===== src/rtl/core/wsid_pkg.sv =====
`timescale 1ns / 1ps
`default_nettype none

package wsid_pkg;

	// Source byte codes.
	localparam logic [7:0] NUL_CODE = 8'd0;
	localparam logic [7:0] TAB_CODE = 8'd9;
	localparam logic [7:0] LF_CODE  = 8'd10;
	localparam logic [7:0] SP_CODE  = 8'd32;

	// Symbol queue between the front and the back.
	localparam int QUEUE_DEPTH = 4;
	localparam int QPTR_W      = 2;
	localparam int QCNT_W      = 3;

	localparam int MAG_W = 63;

	typedef enum logic [1:0] {
		SYM_S,
		SYM_T,
		SYM_N,
		SYM_Z
	} sym_t;

	typedef struct packed {
		logic valid;
		sym_t sym;
	} sym_beat_t;

	typedef enum logic [4:0] {
		PH_GROUP,
		PH_GROUP_T,
		PH_STACK,
		PH_STACK_T,
		PH_STACK_N,
		PH_ARITH,
		PH_ARITH_S,
		PH_ARITH_T,
		PH_HEAP,
		PH_FLOW,
		PH_FLOW_S,
		PH_FLOW_T,
		PH_FLOW_N,
		PH_IO,
		PH_IO_S,
		PH_IO_T,
		PH_SIGN,
		PH_DIGITS,
		PH_LABEL
	} phase_t;

	localparam logic [1:0] KIND_INSTR    = 2'd0;
	localparam logic [1:0] KIND_ILLEGAL  = 2'd1;
	localparam logic [1:0] KIND_OVERFLOW = 2'd2;
	localparam logic [1:0] KIND_END      = 2'd3;

	localparam logic [2:0] GRP_STACK = 3'd0;
	localparam logic [2:0] GRP_ARITH = 3'd1;
	localparam logic [2:0] GRP_HEAP  = 3'd2;
	localparam logic [2:0] GRP_FLOW  = 3'd3;
	localparam logic [2:0] GRP_IO    = 3'd4;

	localparam logic [2:0] CMD_PUSH     = 3'd0;
	localparam logic [2:0] CMD_COPY     = 3'd1;
	localparam logic [2:0] CMD_SLIDE    = 3'd2;
	localparam logic [2:0] CMD_DUP      = 3'd3;
	localparam logic [2:0] CMD_SWAP     = 3'd4;
	localparam logic [2:0] CMD_DISCARD  = 3'd5;

	localparam logic [2:0] CMD_ADD = 3'd0;
	localparam logic [2:0] CMD_SUB = 3'd1;
	localparam logic [2:0] CMD_MUL = 3'd2;
	localparam logic [2:0] CMD_DIV = 3'd3;
	localparam logic [2:0] CMD_MOD = 3'd4;

	localparam logic [2:0] CMD_STORE    = 3'd0;
	localparam logic [2:0] CMD_RETRIEVE = 3'd1;

	localparam logic [2:0] CMD_MARK   = 3'd0;
	localparam logic [2:0] CMD_CALL   = 3'd1;
	localparam logic [2:0] CMD_JUMP   = 3'd2;
	localparam logic [2:0] CMD_JZ     = 3'd3;
	localparam logic [2:0] CMD_JNEG   = 3'd4;
	localparam logic [2:0] CMD_RET    = 3'd5;
	localparam logic [2:0] CMD_FINISH = 3'd6;

	localparam logic [2:0] CMD_PUTC = 3'd0;
	localparam logic [2:0] CMD_PUTN = 3'd1;
	localparam logic [2:0] CMD_GETC = 3'd2;
	localparam logic [2:0] CMD_GETN = 3'd3;

endpackage

`default_nettype wire


===== src/rtl/core/wsid_front.sv =====
`timescale 1ns / 1ps
`default_nettype none

module wsid_front (
	input  wire logic                clk,
	input  wire logic                arst_n,
	input  wire logic                source_valid,
	output logic                     source_ready,
	input  wire logic [7:0]          source_byte,
	output wsid_pkg::sym_beat_t      head,
	input  wire logic                head_take
);

	wsid_pkg::sym_t                   queue_q [wsid_pkg::QUEUE_DEPTH];
	logic [wsid_pkg::QPTR_W-1:0]      wr_q;
	logic [wsid_pkg::QPTR_W-1:0]      rd_q;
	logic [wsid_pkg::QCNT_W-1:0]      count_q;
	logic                             is_sym;
	wsid_pkg::sym_t                   sym;
	logic                             push;
	logic                             pop;

	// Bytes that are not symbols are taken and dropped here.
	always_comb begin
		is_sym = 1'b1;
		sym    = wsid_pkg::SYM_S;
		unique case (source_byte)
			wsid_pkg::SP_CODE:  sym = wsid_pkg::SYM_S;
			wsid_pkg::TAB_CODE: sym = wsid_pkg::SYM_T;
			wsid_pkg::LF_CODE:  sym = wsid_pkg::SYM_N;
			wsid_pkg::NUL_CODE: sym = wsid_pkg::SYM_Z;
			default:            is_sym = 1'b0;
		endcase
	end

	assign source_ready = (count_q != wsid_pkg::QCNT_W'(wsid_pkg::QUEUE_DEPTH));
	assign push         = source_valid && source_ready && is_sym;
	assign pop          = head_take && head.valid;

	assign head.valid = (count_q != '0);
	assign head.sym   = queue_q[rd_q];

	always_ff @(posedge clk) begin
		if (push) begin
			queue_q[wr_q] <= sym;
		end
	end

	always_ff @(posedge clk or negedge arst_n) begin
		if (!arst_n) begin
			wr_q    <= '0;
			rd_q    <= '0;
			count_q <= '0;
		end else begin
			if (push) begin
				wr_q <= wr_q + 1'b1;
			end
			if (pop) begin
				rd_q <= rd_q + 1'b1;
			end
			if (push && !pop) begin
				count_q <= count_q + 1'b1;
			end else if (pop && !push) begin
				count_q <= count_q - 1'b1;
			end
		end
	end

endmodule

`default_nettype wire


===== src/rtl/core/wsid_back.sv =====
`timescale 1ns / 1ps
`default_nettype none

module wsid_back #(
	parameter int LABEL_BITS = 64
) (
	input  wire logic                 clk,
	input  wire logic                 arst_n,
	input  wire wsid_pkg::sym_beat_t  head,
	output logic                      head_take,
	output logic                      result_valid,
	input  wire logic                 result_ready,
	output logic [1:0]                result_kind,
	output logic [2:0]                op_group,
	output logic [2:0]                op_command,
	output logic signed [63:0]        push_value,
	output logic [63:0]               label_bits,
	output logic [6:0]                label_length
);

	localparam int LCNT_W = $clog2(LABEL_BITS + 1);

	wsid_pkg::phase_t               phase_q, phase_n;
	logic [2:0]                     group_q, group_n;
	logic [2:0]                     cmd_q, cmd_n;
	logic                           neg_q, neg_n;
	logic [wsid_pkg::MAG_W-1:0]     mag_q, mag_n;
	logic [LABEL_BITS-1:0]          lbl_q, lbl_n;
	logic [LCNT_W-1:0]              lcnt_q, lcnt_n;
	logic                           stopped_q, stopped_n;

	logic                           res_valid_q;
	logic [1:0]                     res_kind_q;
	logic [2:0]                     res_group_q;
	logic [2:0]                     res_cmd_q;
	logic [63:0]                    res_value_q;
	logic [63:0]                    res_lbits_q;
	logic [6:0]                     res_llen_q;

	logic                           take;
	logic                           bit_in;
	logic                           do_cmd;
	logic [2:0]                     cmd_val;
	logic                           do_fail;
	logic [1:0]                     fail_kind;
	logic                           do_num;
	logic                           do_lbl;
	logic                           do_end;
	logic                           do_clear;
	logic                           emit;
	logic [1:0]                     e_kind;
	logic [2:0]                     e_group;
	logic [2:0]                     e_cmd;
	logic [63:0]                    e_value;
	logic [63:0]                    e_lbits;
	logic [6:0]                     e_llen;
	logic [63:0]                    mag_ext;

	assign take      = head.valid && (!res_valid_q || result_ready);
	assign head_take = take;
	assign bit_in    = (head.sym == wsid_pkg::SYM_T);
	assign mag_ext   = {1'b0, mag_q};

	always_comb begin
		phase_n   = phase_q;
		group_n   = group_q;
		cmd_n     = cmd_q;
		neg_n     = neg_q;
		mag_n     = mag_q;
		lbl_n     = lbl_q;
		lcnt_n    = lcnt_q;
		stopped_n = stopped_q;
		do_cmd    = 1'b0;
		cmd_val   = wsid_pkg::CMD_PUSH;
		do_fail   = 1'b0;
		fail_kind = wsid_pkg::KIND_ILLEGAL;
		do_num    = 1'b0;
		do_lbl    = 1'b0;
		do_end    = 1'b0;
		do_clear  = 1'b0;
		emit      = 1'b0;
		e_kind    = wsid_pkg::KIND_INSTR;
		e_group   = group_q;
		e_cmd     = cmd_q;
		e_value   = '0;
		e_lbits   = '0;
		e_llen    = '0;

		if (take && !stopped_q) begin
			if (head.sym == wsid_pkg::SYM_Z) begin
				if (phase_q == wsid_pkg::PH_GROUP || phase_q == wsid_pkg::PH_GROUP_T) begin
					do_end = 1'b1;
				end else begin
					do_fail = 1'b1;
				end
			end else begin
				unique case (phase_q)
					wsid_pkg::PH_GROUP: begin
						unique case (head.sym)
							wsid_pkg::SYM_S: begin
								group_n = wsid_pkg::GRP_STACK;
								phase_n = wsid_pkg::PH_STACK;
							end
							wsid_pkg::SYM_T: phase_n = wsid_pkg::PH_GROUP_T;
							default: begin
								group_n = wsid_pkg::GRP_FLOW;
								phase_n = wsid_pkg::PH_FLOW;
							end
						endcase
					end
					wsid_pkg::PH_GROUP_T: begin
						unique case (head.sym)
							wsid_pkg::SYM_S: begin
								group_n = wsid_pkg::GRP_ARITH;
								phase_n = wsid_pkg::PH_ARITH;
							end
							wsid_pkg::SYM_T: begin
								group_n = wsid_pkg::GRP_HEAP;
								phase_n = wsid_pkg::PH_HEAP;
							end
							default: begin
								group_n = wsid_pkg::GRP_IO;
								phase_n = wsid_pkg::PH_IO;
							end
						endcase
					end
					wsid_pkg::PH_STACK: begin
						unique case (head.sym)
							wsid_pkg::SYM_S: begin
								do_cmd  = 1'b1;
								cmd_val = wsid_pkg::CMD_PUSH;
							end
							wsid_pkg::SYM_T: phase_n = wsid_pkg::PH_STACK_T;
							default:         phase_n = wsid_pkg::PH_STACK_N;
						endcase
					end
					wsid_pkg::PH_STACK_T: begin
						unique case (head.sym)
							wsid_pkg::SYM_S: begin
								do_cmd  = 1'b1;
								cmd_val = wsid_pkg::CMD_COPY;
							end
							wsid_pkg::SYM_N: begin
								do_cmd  = 1'b1;
								cmd_val = wsid_pkg::CMD_SLIDE;
							end
							default: do_fail = 1'b1;
						endcase
					end
					wsid_pkg::PH_STACK_N: begin
						do_cmd = 1'b1;
						unique case (head.sym)
							wsid_pkg::SYM_S: cmd_val = wsid_pkg::CMD_DUP;
							wsid_pkg::SYM_T: cmd_val = wsid_pkg::CMD_SWAP;
							default:         cmd_val = wsid_pkg::CMD_DISCARD;
						endcase
					end
					wsid_pkg::PH_ARITH: begin
						unique case (head.sym)
							wsid_pkg::SYM_S: phase_n = wsid_pkg::PH_ARITH_S;
							wsid_pkg::SYM_T: phase_n = wsid_pkg::PH_ARITH_T;
							default:         do_fail = 1'b1;
						endcase
					end
					wsid_pkg::PH_ARITH_S: begin
						do_cmd = 1'b1;
						unique case (head.sym)
							wsid_pkg::SYM_S: cmd_val = wsid_pkg::CMD_ADD;
							wsid_pkg::SYM_T: cmd_val = wsid_pkg::CMD_SUB;
							default:         cmd_val = wsid_pkg::CMD_MUL;
						endcase
					end
					wsid_pkg::PH_ARITH_T: begin
						unique case (head.sym)
							wsid_pkg::SYM_S: begin
								do_cmd  = 1'b1;
								cmd_val = wsid_pkg::CMD_DIV;
							end
							wsid_pkg::SYM_T: begin
								do_cmd  = 1'b1;
								cmd_val = wsid_pkg::CMD_MOD;
							end
							default: do_fail = 1'b1;
						endcase
					end
					wsid_pkg::PH_HEAP: begin
						unique case (head.sym)
							wsid_pkg::SYM_S: begin
								do_cmd  = 1'b1;
								cmd_val = wsid_pkg::CMD_STORE;
							end
							wsid_pkg::SYM_T: begin
								do_cmd  = 1'b1;
								cmd_val = wsid_pkg::CMD_RETRIEVE;
							end
							default: do_fail = 1'b1;
						endcase
					end
					wsid_pkg::PH_FLOW: begin
						unique case (head.sym)
							wsid_pkg::SYM_S: phase_n = wsid_pkg::PH_FLOW_S;
							wsid_pkg::SYM_T: phase_n = wsid_pkg::PH_FLOW_T;
							default:         phase_n = wsid_pkg::PH_FLOW_N;
						endcase
					end
					wsid_pkg::PH_FLOW_S: begin
						do_cmd = 1'b1;
						unique case (head.sym)
							wsid_pkg::SYM_S: cmd_val = wsid_pkg::CMD_MARK;
							wsid_pkg::SYM_T: cmd_val = wsid_pkg::CMD_CALL;
							default:         cmd_val = wsid_pkg::CMD_JUMP;
						endcase
					end
					wsid_pkg::PH_FLOW_T: begin
						do_cmd = 1'b1;
						unique case (head.sym)
							wsid_pkg::SYM_S: cmd_val = wsid_pkg::CMD_JZ;
							wsid_pkg::SYM_T: cmd_val = wsid_pkg::CMD_JNEG;
							default:         cmd_val = wsid_pkg::CMD_RET;
						endcase
					end
					wsid_pkg::PH_FLOW_N: begin
						if (head.sym == wsid_pkg::SYM_N) begin
							do_cmd  = 1'b1;
							cmd_val = wsid_pkg::CMD_FINISH;
						end else begin
							do_fail = 1'b1;
						end
					end
					wsid_pkg::PH_IO: begin
						unique case (head.sym)
							wsid_pkg::SYM_S: phase_n = wsid_pkg::PH_IO_S;
							wsid_pkg::SYM_T: phase_n = wsid_pkg::PH_IO_T;
							default:         do_fail = 1'b1;
						endcase
					end
					wsid_pkg::PH_IO_S: begin
						unique case (head.sym)
							wsid_pkg::SYM_S: begin
								do_cmd  = 1'b1;
								cmd_val = wsid_pkg::CMD_PUTC;
							end
							wsid_pkg::SYM_T: begin
								do_cmd  = 1'b1;
								cmd_val = wsid_pkg::CMD_PUTN;
							end
							default: do_fail = 1'b1;
						endcase
					end
					wsid_pkg::PH_IO_T: begin
						unique case (head.sym)
							wsid_pkg::SYM_S: begin
								do_cmd  = 1'b1;
								cmd_val = wsid_pkg::CMD_GETC;
							end
							wsid_pkg::SYM_T: begin
								do_cmd  = 1'b1;
								cmd_val = wsid_pkg::CMD_GETN;
							end
							default: do_fail = 1'b1;
						endcase
					end
					wsid_pkg::PH_SIGN: begin
						if (head.sym == wsid_pkg::SYM_N) begin
							do_fail = 1'b1;
						end else begin
							neg_n   = bit_in;
							phase_n = wsid_pkg::PH_DIGITS;
						end
					end
					wsid_pkg::PH_DIGITS: begin
						if (head.sym == wsid_pkg::SYM_N) begin
							do_num = 1'b1;
						end else begin
							mag_n = {mag_q[wsid_pkg::MAG_W-2:0], bit_in};
						end
					end
					wsid_pkg::PH_LABEL: begin
						if (head.sym == wsid_pkg::SYM_N) begin
							do_lbl = 1'b1;
						end else if (lcnt_q >= LCNT_W'(LABEL_BITS)) begin
							do_fail   = 1'b1;
							fail_kind = wsid_pkg::KIND_OVERFLOW;
						end else begin
							lbl_n  = {lbl_q[LABEL_BITS-2:0], bit_in};
							lcnt_n = lcnt_q + 1'b1;
						end
					end
					default: do_clear = 1'b1;
				endcase
			end

			if (do_cmd) begin
				cmd_n = cmd_val;
				if (group_q == wsid_pkg::GRP_STACK && cmd_val <= wsid_pkg::CMD_SLIDE) begin
					phase_n = wsid_pkg::PH_SIGN;
				end else if (group_q == wsid_pkg::GRP_FLOW && cmd_val <= wsid_pkg::CMD_JNEG) begin
					phase_n = wsid_pkg::PH_LABEL;
				end else begin
					emit     = 1'b1;
					e_cmd    = cmd_val;
					do_clear = 1'b1;
				end
			end

			if (do_num) begin
				emit     = 1'b1;
				e_value  = neg_q ? (64'd0 - mag_ext) : mag_ext;
				do_clear = 1'b1;
			end

			if (do_lbl) begin
				emit     = 1'b1;
				e_lbits  = 64'(lbl_q);
				e_llen   = 7'(lcnt_q);
				do_clear = 1'b1;
			end

			if (do_fail) begin
				emit      = 1'b1;
				e_kind    = fail_kind;
				e_lbits   = 64'(lbl_q);
				e_llen    = 7'(lcnt_q);
				stopped_n = 1'b1;
			end

			if (do_end) begin
				emit      = 1'b1;
				e_kind    = wsid_pkg::KIND_END;
				e_group   = wsid_pkg::GRP_STACK;
				e_cmd     = wsid_pkg::CMD_PUSH;
				do_clear  = 1'b1;
				stopped_n = 1'b1;
			end

			if (do_clear) begin
				phase_n = wsid_pkg::PH_GROUP;
				group_n = '0;
				cmd_n   = '0;
				neg_n   = 1'b0;
				mag_n   = '0;
				lbl_n   = '0;
				lcnt_n  = '0;
			end
		end
	end

	always_ff @(posedge clk or negedge arst_n) begin
		if (!arst_n) begin
			phase_q     <= wsid_pkg::PH_GROUP;
			group_q     <= '0;
			cmd_q       <= '0;
			neg_q       <= 1'b0;
			mag_q       <= '0;
			lbl_q       <= '0;
			lcnt_q      <= '0;
			stopped_q   <= 1'b0;
			res_valid_q <= 1'b0;
		end else begin
			phase_q   <= phase_n;
			group_q   <= group_n;
			cmd_q     <= cmd_n;
			neg_q     <= neg_n;
			mag_q     <= mag_n;
			lbl_q     <= lbl_n;
			lcnt_q    <= lcnt_n;
			stopped_q <= stopped_n;
			if (emit) begin
				res_valid_q <= 1'b1;
			end else if (result_ready) begin
				res_valid_q <= 1'b0;
			end
		end
	end

	always_ff @(posedge clk) begin
		if (emit) begin
			res_kind_q  <= e_kind;
			res_group_q <= e_group;
			res_cmd_q   <= e_cmd;
			res_value_q <= e_value;
			res_lbits_q <= e_lbits;
			res_llen_q  <= e_llen;
		end
	end

	assign result_valid = res_valid_q;
	assign result_kind  = res_kind_q;
	assign op_group     = res_group_q;
	assign op_command   = res_cmd_q;
	assign push_value   = res_value_q;
	assign label_bits   = res_lbits_q;
	assign label_length = res_llen_q;

endmodule

`default_nettype wire


===== src/rtl/core/whitespace_instruction_decoder.sv =====
// Decodes program source one byte a beat and gives one result beat for each
// complete instruction, illegal command, label overflow or end of program.
// Source channel: source_valid, source_ready, source_byte. Space, tab, line
// feed and NUL are symbols; every other byte is taken and dropped at once.
// Result channel: result_valid, result_ready and the decoded fields.
// The front classifies bytes into a four-entry symbol queue; the back steps
// the decode state machine by one symbol a cycle into an output register.
// A symbol that completes an instruction passes the symbol queue and then the
// output register before it shows as a result. Throughput is one byte per
// cycle while the receiver does not stall, set by the decode state machine.
// While the receiver stalls, the back holds its result and stops taking
// symbols; the front keeps accepting bytes until its queue is full.
// After an illegal command, a label overflow or the end of program, all
// further bytes are accepted and ignored until reset.
// Reset clears the queue, the output valid flag and the decode state, which
// then awaits the group of the first instruction.
`timescale 1ns / 1ps
`default_nettype none

module whitespace_instruction_decoder #(
	parameter int LABEL_BITS = 64
) (
	input  wire logic                clk,
	input  wire logic                arst_n,
	input  wire logic                source_valid,
	output logic                     source_ready,
	input  wire logic [7:0]          source_byte,
	output logic                     result_valid,
	input  wire logic                result_ready,
	output logic [1:0]               result_kind,
	output logic [2:0]               op_group,
	output logic [2:0]               op_command,
	output logic signed [63:0]       push_value,
	output logic [63:0]              label_bits,
	output logic [6:0]               label_length
);

	wsid_pkg::sym_beat_t head;
	logic                head_take;

	wsid_front u_front (
		.clk          (clk),
		.arst_n       (arst_n),
		.source_valid (source_valid),
		.source_ready (source_ready),
		.source_byte  (source_byte),
		.head         (head),
		.head_take    (head_take)
	);

	wsid_back #(
		.LABEL_BITS (LABEL_BITS)
	) u_back (
		.clk          (clk),
		.arst_n       (arst_n),
		.head         (head),
		.head_take    (head_take),
		.result_valid (result_valid),
		.result_ready (result_ready),
		.result_kind  (result_kind),
		.op_group     (op_group),
		.op_command   (op_command),
		.push_value   (push_value),
		.label_bits   (label_bits),
		.label_length (label_length)
	);

endmodule

`default_nettype wire


===== config.mk =====
export PLATFORM = sky130hd
export DESIGN_NAME = whitespace_instruction_decoder
export DESIGN_NICKNAME = d
export VERILOG_FILES = /design/src/rtl/core/wsid_pkg.sv /design/src/rtl/core/wsid_front.sv /design/src/rtl/core/wsid_back.sv /design/src/rtl/core/whitespace_instruction_decoder.sv
export SDC_FILE = /design/constraint.sdc
export NUM_CORES = 1
export LEC_CHECK = 0
export BUFFER_PORTS_ARGS = -buffer_cell sky130_fd_sc_hd__buf_2
export CAP_MARGIN = 30
export CORE_MARGIN = 2
export CORE_UTILIZATION = 24
export DETAILED_ROUTE_END_ITERATION = 7
export PLACE_DENSITY = 0.41
export SYNTH_ARGS = -nofsm -noshare
export SYNTH_HDL_FRONTEND = slang
export SYNTH_SLANG_ARGS = --single-unit

===== constraint.sdc =====
create_clock -name clk -period 24.9 [get_ports clk]
set_input_delay 2.49 -clock clk [delete_from_list [all_inputs] [get_ports clk]]
set_output_delay 2.49 -clock clk [all_outputs]
set_load 0.05 [all_outputs]

==> results.sh, run 1 <==
export IMPL_fin_nets=1234
export IMPL_hold_buffers=0
export IMPL_syn_nets=1098
export IMPL_dieWidth_um=241
export IMPL_crit_fanout=63
export IMPL_hp_start="u_back.cmd_q[1]$_DFFE_PN0P_"
export IMPL_cts_tree="done"
export IMPL_setup_viol=0
export IMPL_path_delay_family="compound AO/OA/AOI/OAI gates"
export IMPL_ys_warn_count=0
export IMPL_area_delta_synth_final_pct=20.7
export IMPL_grt_setup_unrepaired="no"
export IMPL_ys_types=71
export IMPL_first_pass_iters=5
export IMPL_numCtsBuffers=38
export IMPL_clock_root_buffer="clkbuf_16"
export IMPL_power_w=0.00163
export IMPL_pwr_density_cell_nw_per_um2=100
export IMPL_cp_end_kind="register"
export IMPL_min_path_type="reg2reg"
export IMPL_core_um2=55300
export IMPL_cts_resized=0
export IMPL_synth_ff_type="dfrtp_1"
export IMPL_whs_path_depth=2
export IMPL_rrSetupSlack_ps=19950
export IMPL_yosys_area_top_type_share_pct=33.6
export IMPL_die_h_um=241
export IMPL_placementRows=86
export IMPL_die_area_um2=58100
export IMPL_fin_skew_ps=21.3
export IMPL_slowest_delay_ps=840
export IMPL_grtUsageTotal_pct=11.6
export IMPL_worstPathRequired_ps=25070
export IMPL_timing_rr_end="u_back.label_bits[8]$_SDFFCE_PN0P_"
export IMPL_drc=0
export IMPL_portBuffers=156
export IMPL_synthTopCellsByCount="155 x dfrtp_1, 151 x edfxtp_1, 129 x a22o_1, 97 x nor2_1, 77 x and2_1"
export IMPL_gp_congestion=0.788
export IMPL_drt_initial_drc_count=627
export IMPL_max_freq_ghz=0.202
export IMPL_ir_drop_mv=0.0397
export IMPL_synth_top_area_cell="edfxtp_1"
export IMPL_vias=9015
export IMPL_crit_buf_inv=2
export IMPL_overflow=0
export IMPL_htree_levels=2
export IMPL_cts_setup_buffers=0
export IMPL_synth_seq_cells=306
export IMPL_synth_edf_count=151
export IMPL_synth_area_top_cells="edfxtp_1 34%, dfrtp_1 29%, a22o_1 8.4%"
export IMPL_antenna_found_initial=0
export IMPL_async_flop_share_pct=50.7
export IMPL_synthesis_area_um2=13500
export IMPL_arrival_ps=5120
export IMPL_grt_pass1_wl_um=52700
export IMPL_synth_seq_area_share_pct=62.4
export IMPL_layout_drive_gt1_share_pct=21.1
export IMPL_relSlewSlack_pct=36.6
export IMPL_syn_inst=1078
export IMPL_maxCapViolCount=0
export IMPL_finalHoldViolCount=0
export IMPL_grt_max_degree=91
export IMPL_diodes=0
export IMPL_yosysMostFrequentCell="dfrtp_1"
export IMPL_path_cells="or4b_2 > a211oi_1 > o31ai_1 > o2bb2ai_1 > a211oi_1 > nor3_1 > nor2_4 > buf_4 > buf_4"
export IMPL_leakage_nw=6.43
export IMPL_ant_nets=0
export IMPL_worst_pin_slew_ps=951
export IMPL_cts_num_sinks=306
export IMPL_tns_ps=0
export IMPL_start_kind="register"
export IMPL_start_util_pct=24.4
export IMPL_outcome="complete, no violations"
export IMPL_clk_pin_slew_ps=60
export IMPL_wire_per_inst_um=17.0
export IMPL_worstRegToRegCells=9
export IMPL_reg2reg_from="u_back.phase_q[0]$_DFFE_PN0P_"
export IMPL_syn_area_per_cell_um2=12.5
export IMPL_period_share_pct=19.9
export IMPL_grt_pass1_vias=8895
export IMPL_drv_slew=0
export IMPL_crit_type="reg2reg"
export IMPL_cp_slowest_cell="or4b_2"
export IMPL_vias_per_cell=4.53
export IMPL_min_period_ps=4950
export IMPL_io_pins=157
export IMPL_routed_wl_um=33800
export IMPL_clk_path_buf_depth=3
export IMPL_hold_path_end="u_back.cmd_q[1]$_DFFE_PN0P_"
export IMPL_hpwl_um=21200
export IMPL_insertion_delay_ps=560
==> logic make-up after synthesis <==
group / after synthesis / synth area share [%]
fa+ha+maj: 8 / 0.798
buf+inv: 91 / 2.92
flops: 306 / 62.4
compound gates: 264 / 15.4
simple gates: 328 / 12.9
mux: 8 / 0.798
xor+xnor: 73 / 4.74
==> power by group <==
group,leakage (nW),internal [W],switching [W]
Sequential,3.41,0.000600,0.0000454
Clock,0.593,0.000313,0.000221
Combinational,2.43,0.000109,0.000345
==> how the worst max path moves through the flow <==
stage / cells past startpoint / from / endpoint
5_1_grt: 9 / u_back.phase_q[0]$_DFFE_PN0P_ / u_back.label_bits[9]$_SDFFCE_PN0P_
4_1_cts: 9 / u_front.rd_q[0]$_DFFE_PN0P_ / u_back.label_bits[9]$_SDFFCE_PN0P_
3_5_place_dp: 9 / source_byte[2] / u_front.count_q[2]$_DFFE_PN0P_
2_1_floorplan: 5 / result_ready / u_back.label_bits[0]$_SDFFCE_PN0P_
3_3_place_gp: 10 / result_ready / u_back.mag_q[31]$_DFFE_PN0P_
6_report: 9 / u_back.phase_q[0]$_DFFE_PN0P_ / u_back.label_bits[8]$_SDFFCE_PN0P_
==> worst register-to-register path, cell delays in order (launching register included) <==
cell	delay, ps
dfrtp_1	730
or4b_2	840
a211oi_1	300
o31ai_1	160
o2bb2ai_1	180
a211oi_1	670
nor3_1	280
nor2_4	150
buf_4	400
buf_4	790
==> metrics by stage <==
step	instance area (um^2)	std cells	worst slack, ps	util [%]	hold WS, ps
final	16300	1991	19950	29.4	480
after global routing	16300	1991	19540	29.4	519
after CTS	16200	1990	19880	29.4	480
after detailed placement	15000	1921	19770	27.1	467
after global placement	15000	1921	19810	27.1	467
after floorplan	13500	1078	15190	-	448
==> metal layers <==
metal | up-vias | part of all wire [%] | track usage (%)
li1 | 4275 | - | -
met1 | 4538 | 45 | 15.9
met2 | 158 | 48 | 18.2
met3 | 44 | 4.7 | 2.60
met4 | 0 | 1.9 | 3.61
met5 | - | 0 | 0
==> cell usage in the layout (no fill, tap or decap), drive strengths merged, types with 9 or more instances in the layout <==
| cell | count |
|---|---|
| dfrtp | 155 |
| or4 | 13 |
| nor3 | 18 |
| nor4 | 12 |
| inv | 16 |
| and2 | 77 |
| nand3 | 16 |
| edfxtp | 151 |
| xor2 | 62 |
| clkinv | 14 |
| nand2 | 43 |
| a21oi | 18 |
| o21ai | 37 |
| clkbuf | 52 |
| a22o | 131 |
| o31ai | 29 |
| xnor2 | 11 |
| buf | 171 |
| or3 | 11 |
| nor2 | 97 |
| o41ai | 11 |
| nand2b | 9 |
==> final cells by class <==
cell class | instances | area, um^2
Fill cell | 5758 | 39000
Clock inverter | 17 | 168
Multi-Input combinational cell | 681 | 4710
Clock buffer | 52 | 1060
Timing Repair Buffer | 171 | 920
Inverter | 16 | 60.1
Tap cell | 748 | 936
Sequential cell | 306 | 8410
==> sequential cells by signal (all words and copies together), names as in the netlist <==
register	flops
u_back.push_value	64
u_back.neg_q	1
u_back.result_kind	2
u_front.queue_q	8
u_back.mag_q	63
u_back.label_length	7
u_back.lbl_q	64
u_back.cmd_q	3
u_front.rd_q	2
u_back.result_valid	1
u_back.stopped_q	1
u_back.label_bits	64
u_back.op_command	3
u_back.phase_q	5
u_front.count_q	3
u_front.wr_q	2
u_back.group_q	3
u_back.lcnt_q	7
u_back.op_group	3
Note: power is estimated with default switching activity, not from simulation.
==> run 2, diff against run 1 <==
Settings changed: ABC_AREA set to 1, PLACE_DENSITY 0.41 to 0.4.
Clock period 24.9 ns to 5 ns, I/O delays scaled along.
==> results.sh, run 2 <==
export IMPL_outcome="complete, no violations"
export IMPL_wire_per_inst_um=16.1
export IMPL_drc=0
export IMPL_ys_warn_count=0
export IMPL_slowest_delay_ps=750
export IMPL_hpwl_um=27100
export IMPL_synth_top_area_cell="edfxtp_1"
export IMPL_grt_pass1_vias=11300
export IMPL_path_delay_family="simple AND/OR/NAND/NOR gates"
export IMPL_layout_drive_gt1_share_pct=14.6
export IMPL_maxCapViolCount=0
export IMPL_syn_area_per_cell_um2=9.02
export IMPL_setup_viol=0
export IMPL_synth_edf_count=151
export IMPL_finalHoldViolCount=0
export IMPL_grt_max_degree=102
export IMPL_yosysMostFrequentCell="nand2_1"
export IMPL_grtUsageTotal_pct=13.3
export IMPL_crit_top_cell="nand2_1"
export IMPL_crit_fanout=101
export IMPL_swShare_pct=28.0
export IMPL_crit_buf_inv=4
export IMPL_async_flop_share_pct=50.7
export IMPL_max_freq_ghz=0.283
export IMPL_ant_nets=0
export IMPL_overflow=0
export IMPL_synth_ff_type="dfrtp_1"
export IMPL_utilization_pct=28.9
export IMPL_mostFrequentLayoutCells="406 x nand2_1, 195 x nor2_1, 155 x buf_2, 155 x dfrtp_1, 151 x edfxtp_1"
export IMPL_clk_pin_slew_ps=60
export IMPL_final_cells=2528
export IMPL_tns_ps=0
export IMPL_cts_tree="done"
export IMPL_routed_wl_um=40700
export IMPL_place_inst=2461
export IMPL_leakage_nw=6.72
export IMPL_io_pins=157
export IMPL_fin_skew_ps=20.7
export IMPL_power_switching_w=0.00170
export IMPL_worst_pin_slew_ps=996
export IMPL_dieWidth_um=248
export IMPL_cp_slowest_cell="buf_4"
export IMPL_worstPathRequired_ps=5420
export IMPL_arrival_ps=3960
export IMPL_fin_nets=1747
export IMPL_synth_seq_cells=306
export IMPL_placementRows=89
export IMPL_crit_type="reg2reg"
export IMPL_core_um2=58900
export IMPL_cts_resized=0
export IMPL_period_share_pct=70.7
export IMPL_rrSetupSlack_ps=1470
export IMPL_grt_setup_unrepaired="no"
export IMPL_relSlewSlack_pct=33.6
export IMPL_min_path_type="in2async"
export IMPL_synth_area_top_cells="edfxtp_1 32%, dfrtp_1 27%, nand2_1 11%"
export IMPL_pwr_share_comb_pct=12.9
export IMPL_synthTopCellsByCount="406 x nand2_1, 197 x nor2_1, 155 x dfrtp_1, 151 x edfxtp_1, 146 x inv_1"
export IMPL_pwr_share_seq_pct=44.1
export IMPL_clock_root_buffer="clkbuf_16"
export IMPL_die_area_um2=61500
export IMPL_vias_per_cell=4.47
export IMPL_ys_types=43
export IMPL_synthesis_area_um2=14300
export IMPL_cp_end_kind="register"
export IMPL_hold_buffers=0
export IMPL_yosys_area_top_type_share_pct=31.8
export IMPL_start_kind="register"
export IMPL_cts_setup_buffers=0
export IMPL_start_util_pct=24.2
export IMPL_numCtsBuffers=37
export IMPL_fin_area_um2=17000
export IMPL_drv_slew=0
export IMPL_gp_congestion=0.872
export IMPL_min_period_ps=3530
export IMPL_clkPwrFrac_pct=43.0
export IMPL_syn_nets=1603
export IMPL_drt_initial_drc_count=758
export IMPL_p_int_w=0.00439
export IMPL_ir_drop_mv=0.166
export IMPL_htree_levels=2
export IMPL_nFillCells=6261
export IMPL_clk_path_buf_depth=3
export IMPL_grt_pass1_wl_um=64100
export IMPL_pwr_density_cell_nw_per_um2=358
export IMPL_layout_commonest_cell="nand2_1"
export IMPL_vias=11300
export IMPL_syn_inst=1583
export IMPL_antenna_found_initial=0
export IMPL_diodes=0
export IMPL_die_h_um=248
export IMPL_insertion_delay_ps=540
export IMPL_area_delta_synth_final_pct=19.3
export IMPL_dpl_cell_area_um2=15900
export IMPL_first_pass_iters=5
export IMPL_synth_seq_area_share_pct=58.9
export IMPL_cts_num_sinks=306
export IMPL_portBuffers=156
export IMPL_path_cells="inv_2 > nand2_1 > nand3_1 > nand2_2 > nand2_2 > inv_2 > nand2_1 > nand2_1 > nor3_1 > nor2_2 > nand3_4 > nand3_4 > o21ai_4 > buf_4 > inv_1 > nand2_1 > nand2_1"
==> run 2: cell count changes after synthesis, moves of 18 or more <==
cell / delta
o22ai_1: +64
o21ai_0: +30
nor2_1: +100
nand3_1: +86
a22o_1: -129
o21ai_1: +18
clkbuf_1: -22
a21oi_1: +48
and2_1: -77
nand2_1: +363
inv_1: +131
xor2_1: -42
o31ai_1: -25
==> run 2: final timing paths <==
kind,from,endpoint,cells after the start
min in group clk,result_ready,u_back.result_valid$_DFFE_PN0P_,4
worst min register to register,u_back.lbl_q[63]$_DFFE_PN0P_,u_back.lbl_q[63]$_DFFE_PN0P_,2
worst max-delay path,u_front.rd_q[0]$_DFFE_PN0P_,u_back.lcnt_q[3]$_DFFE_PN0P_,17
worst max register to register,u_front.rd_q[0]$_DFFE_PN0P_,u_back.lcnt_q[3]$_DFFE_PN0P_,17
worst min-delay path,arst_n,u_back.lbl_q[5]$_DFFE_PN0P_,1
max in group asynchronous,arst_n,u_back.mag_q[50]$_DFFE_PN0P_,2
==> run 2: power by group through the flow <==
stage / clock (W) / combinational [W] / sequential (W)
2_1_floorplan: 0 / 0.000561 / 0.00273
3_3_place_gp: 0 / 0.000811 / 0.00273
3_5_place_dp: 0 / 0.000805 / 0.00274
4_1_cts: 0.00273 / 0.000811 / 0.00269
5_1_grt: 0.00283 / 0.000893 / 0.00269
6_report: 0.00262 / 0.000784 / 0.00269
==> run 2: final cells by class <==
cell class,instances,area (um^2),area share (%)
tap,773,967,5.68
clock inverter,9,113,0.661
sequential,306,8410,49.4
timing repair buffer,172,932,5.47
multi-input combinational,1057,4970,29.2
clock buffer,58,1060,6.20
inverter,153,578,3.39
==> run 2: through the flow <==
step	setup slack (ps)	hold slack (ps)	power, W
global placement	1320	462	0.00355
CTS	1380	77.1	0.00623
global route	1050	84.5	0.00641
finish	1470	28.9	0.00609
detailed placement	1390	464	0.00354
floorplan	883	204	0.00329
==> run 2: layer usage <==
metal / share of wire, % / vias to the layer above / global-route usage (%)
met5: 0 / - / 0
met4: 2.2 / 0 / 3.89
met3: 4.6 / 60 / 2.54
met2: 46 / 239 / 21.3
met1: 47 / 5430 / 18.1
li1: - / 5565 / -
==> run 2: kinds of logic after synthesis <==
logic type,share of synthesized area [%]
buf+inv,6.48
compound gates,9.37
xor+xnor,1.29
simple gates,23.2
flops,58.9
fa+ha+maj,0.754
==> run 3, diff against run 2 <==
Settings changed: ABC_AREA 1 to 0, PLACE_DENSITY 0.4 to 0.41.
Clock period 5 ns to 3.26 ns, I/O delays scaled along.
==> results.sh, run 3 (synthesis gave the netlist of run 1 again) <==
export IMPL_gp_congestion=0.819
export IMPL_reg2reg_from="u_back.mag_q[17]$_DFFE_PN0P_"
export IMPL_period_share_pct=106
export IMPL_hold_path_end="u_back.result_valid$_DFFE_PN0P_"
export IMPL_drc=0
export IMPL_start_kind="register"
export IMPL_clock_root_buffer="clkbuf_16"
export IMPL_mostFrequentLayoutCells="155 x buf_2, 153 x dfrtp_1, 151 x edfxtp_1, 129 x a22o_1, 128 x buf_4"
export IMPL_htree_levels=2
export IMPL_placementRows=86
export IMPL_timing_hold_ws_ps=82.8
export IMPL_crit_top_cell="or4_4"
export IMPL_grt_max_degree=72
export IMPL_layout_drive_gt1_share_pct=31.7
export IMPL_worst_pin_slew_ps=743
export IMPL_drt_initial_drc_count=621
export IMPL_grt_setup_unrepaired="yes"
export IMPL_final_cells=2157
export IMPL_area_delta_synth_final_pct=35.3
export IMPL_crit_type="reg2reg"
export IMPL_path_cells="or3_4 > or4_4 > or4_4 > or4_4 > or4_4 > o31ai_4 > xor2_1 > nor2_1"
export IMPL_antenna_found_initial=0
export IMPL_min_path_type="in2reg"
export IMPL_path_depth=8
export IMPL_cp_end_kind="register"
export IMPL_portBuffers=156
export IMPL_layout_commonest_cell="buf_2"
export IMPL_crit_fanout=5
export IMPL_leakage_nw=7.48
export IMPL_maxCapViolCount=0
export IMPL_drv_slew=0
export IMPL_cts_num_sinks=306
export IMPL_hpwl_um=23500
export IMPL_first_pass_iters=4
export IMPL_numCtsBuffers=37
export IMPL_start_util_pct=24.4
export IMPL_outcome="finished with violations"
export IMPL_dieWidth_um=241
export IMPL_grt_pass1_wl_um=55100
export IMPL_setup_slack_ps=-183
export IMPL_slowest_delay_ps=590
export IMPL_vias=9714
export IMPL_cp_slowest_cell="or4_4"
export IMPL_io_pins=157
export IMPL_crit_buf_inv=0
export IMPL_core_um2=55300
export IMPL_vias_per_cell=4.50
export IMPL_overflow=0
export IMPL_arrival_ps=3730
export IMPL_grt_pass1_vias=9592
export IMPL_ir_drop_mv=0.300
export IMPL_diodes=0
export IMPL_place_inst=2048
export IMPL_timing_rr_end="u_back.push_value[61]$_SDFFCE_PN0P_"
export IMPL_clk_pin_slew_ps=60
export IMPL_hp_start="result_ready"
export IMPL_clk_path_buf_depth=3
export IMPL_fin_skew_ps=17.7
export IMPL_rrSetupSlack_ps=-180
export IMPL_pwr_density_cell_nw_per_um2=760
export IMPL_routed_wl_um=37200
export IMPL_ant_nets=0
export IMPL_utilization_pct=33.0
export IMPL_insertion_delay_ps=550
export IMPL_finalHoldViolCount=0
export IMPL_whs_path_depth=3
export IMPL_max_freq_ghz=0.290
export IMPL_relSlewSlack_pct=50.0
export IMPL_cts_tree="done"
export IMPL_die_h_um=241
export IMPL_path_delay_family="simple AND/OR/NAND/NOR gates"
export IMPL_wire_per_inst_um=17.2
export IMPL_setup_viol=23
export IMPL_grtUsageTotal_pct=12.0
export IMPL_fin_nets=1400
export IMPL_die_area_um2=58100
export IMPL_worstRegToRegCells=8
export IMPL_worstPathRequired_ps=3550
export IMPL_violations="setup timing"
export IMPL_min_period_ps=3440
-- run 3: layout make-up --
type,instances,area (um^2)
Clock buffer,50,1040
Inverter,16,60.1
Tap cell,748,936
Clock inverter,18,180
Fill cell,5646,37100
Timing Repair Buffer,337,2740
Sequential cell,306,8420
Multi-Input combinational cell,682,4860
-- run 3: power by group --
part | switching (W) | total [W] | internal (W)
Clock | 0.00166 | 0.00408 | 0.00242
Sequential | 0.000287 | 0.00487 | 0.00458
Combinational | 0.00309 | 0.00491 | 0.00182
-- run 3: layer usage --
metal / wire length, um / vias up / global-route usage [%]
met3: 1530 / 46 / 2.26
li1: - / 4635 / -
met2: 17500 / 173 / 18.8
met5: 0 / - / 0
met1: 17400 / 4860 / 17.0
met4: 657 / 0 / 3.48
-- run 3: timing repair --
action | in CTS | in global routing
endpoints found under the hold margin | 66 | 0
buffers inserted | 3 | 20
endpoints found under the setup margin | 133 | 240
gates resized for setup | 7 | 51
hold buffers | 1 | 0
cloned | 1 | 17
pin swaps | 1 | 11
-- run 3: worst max path at each step --
stage	start	endpoint	slack [ps]
after floorplan	u_front.rd_q[0]$_DFFE_PN0P_	u_back.label_bits[0]$_SDFFCE_PN0P_	-1360
after global placement	u_back.mag_q[17]$_DFFE_PN0P_	u_back.push_value[57]$_SDFFCE_PN0P_	-260
after detailed placement	u_back.mag_q[17]$_DFFE_PN0P_	u_back.push_value[57]$_SDFFCE_PN0P_	-310
after CTS	u_back.mag_q[17]$_DFFE_PN0P_	u_back.push_value[57]$_SDFFCE_PN0P_	-260
after global routing	u_back.mag_q[17]$_DFFE_PN0P_	u_back.push_value[57]$_SDFFCE_PN0P_	-290
final	u_back.mag_q[17]$_DFFE_PN0P_	u_back.push_value[61]$_SDFFCE_PN0P_	-180
-- run 3: stage by stage --
stage          area (um^2)  power [W]  setup TNS [ps]  worst slack [ps]
2_1_floorplan        13500    0.00757         -195530             -1360
3_3_place_gp         16200    0.00918           -1390              -262
3_5_place_dp         16200    0.00918           -3520              -308
4_1_cts              17500     0.0134            -891              -256
5_1_grt              18200     0.0146           -8990              -293
6_report             18200     0.0139            -831              -183
-- run 3: worst reg2reg max path, stage by stage, from the launching register on --
cell     delay [ps]
dfrtp_1         380
or3_4           390
or4_4           420
or4_4           590
or4_4           450
or4_4           510
o31ai_4         250
xor2_1          170
nor2_1           50
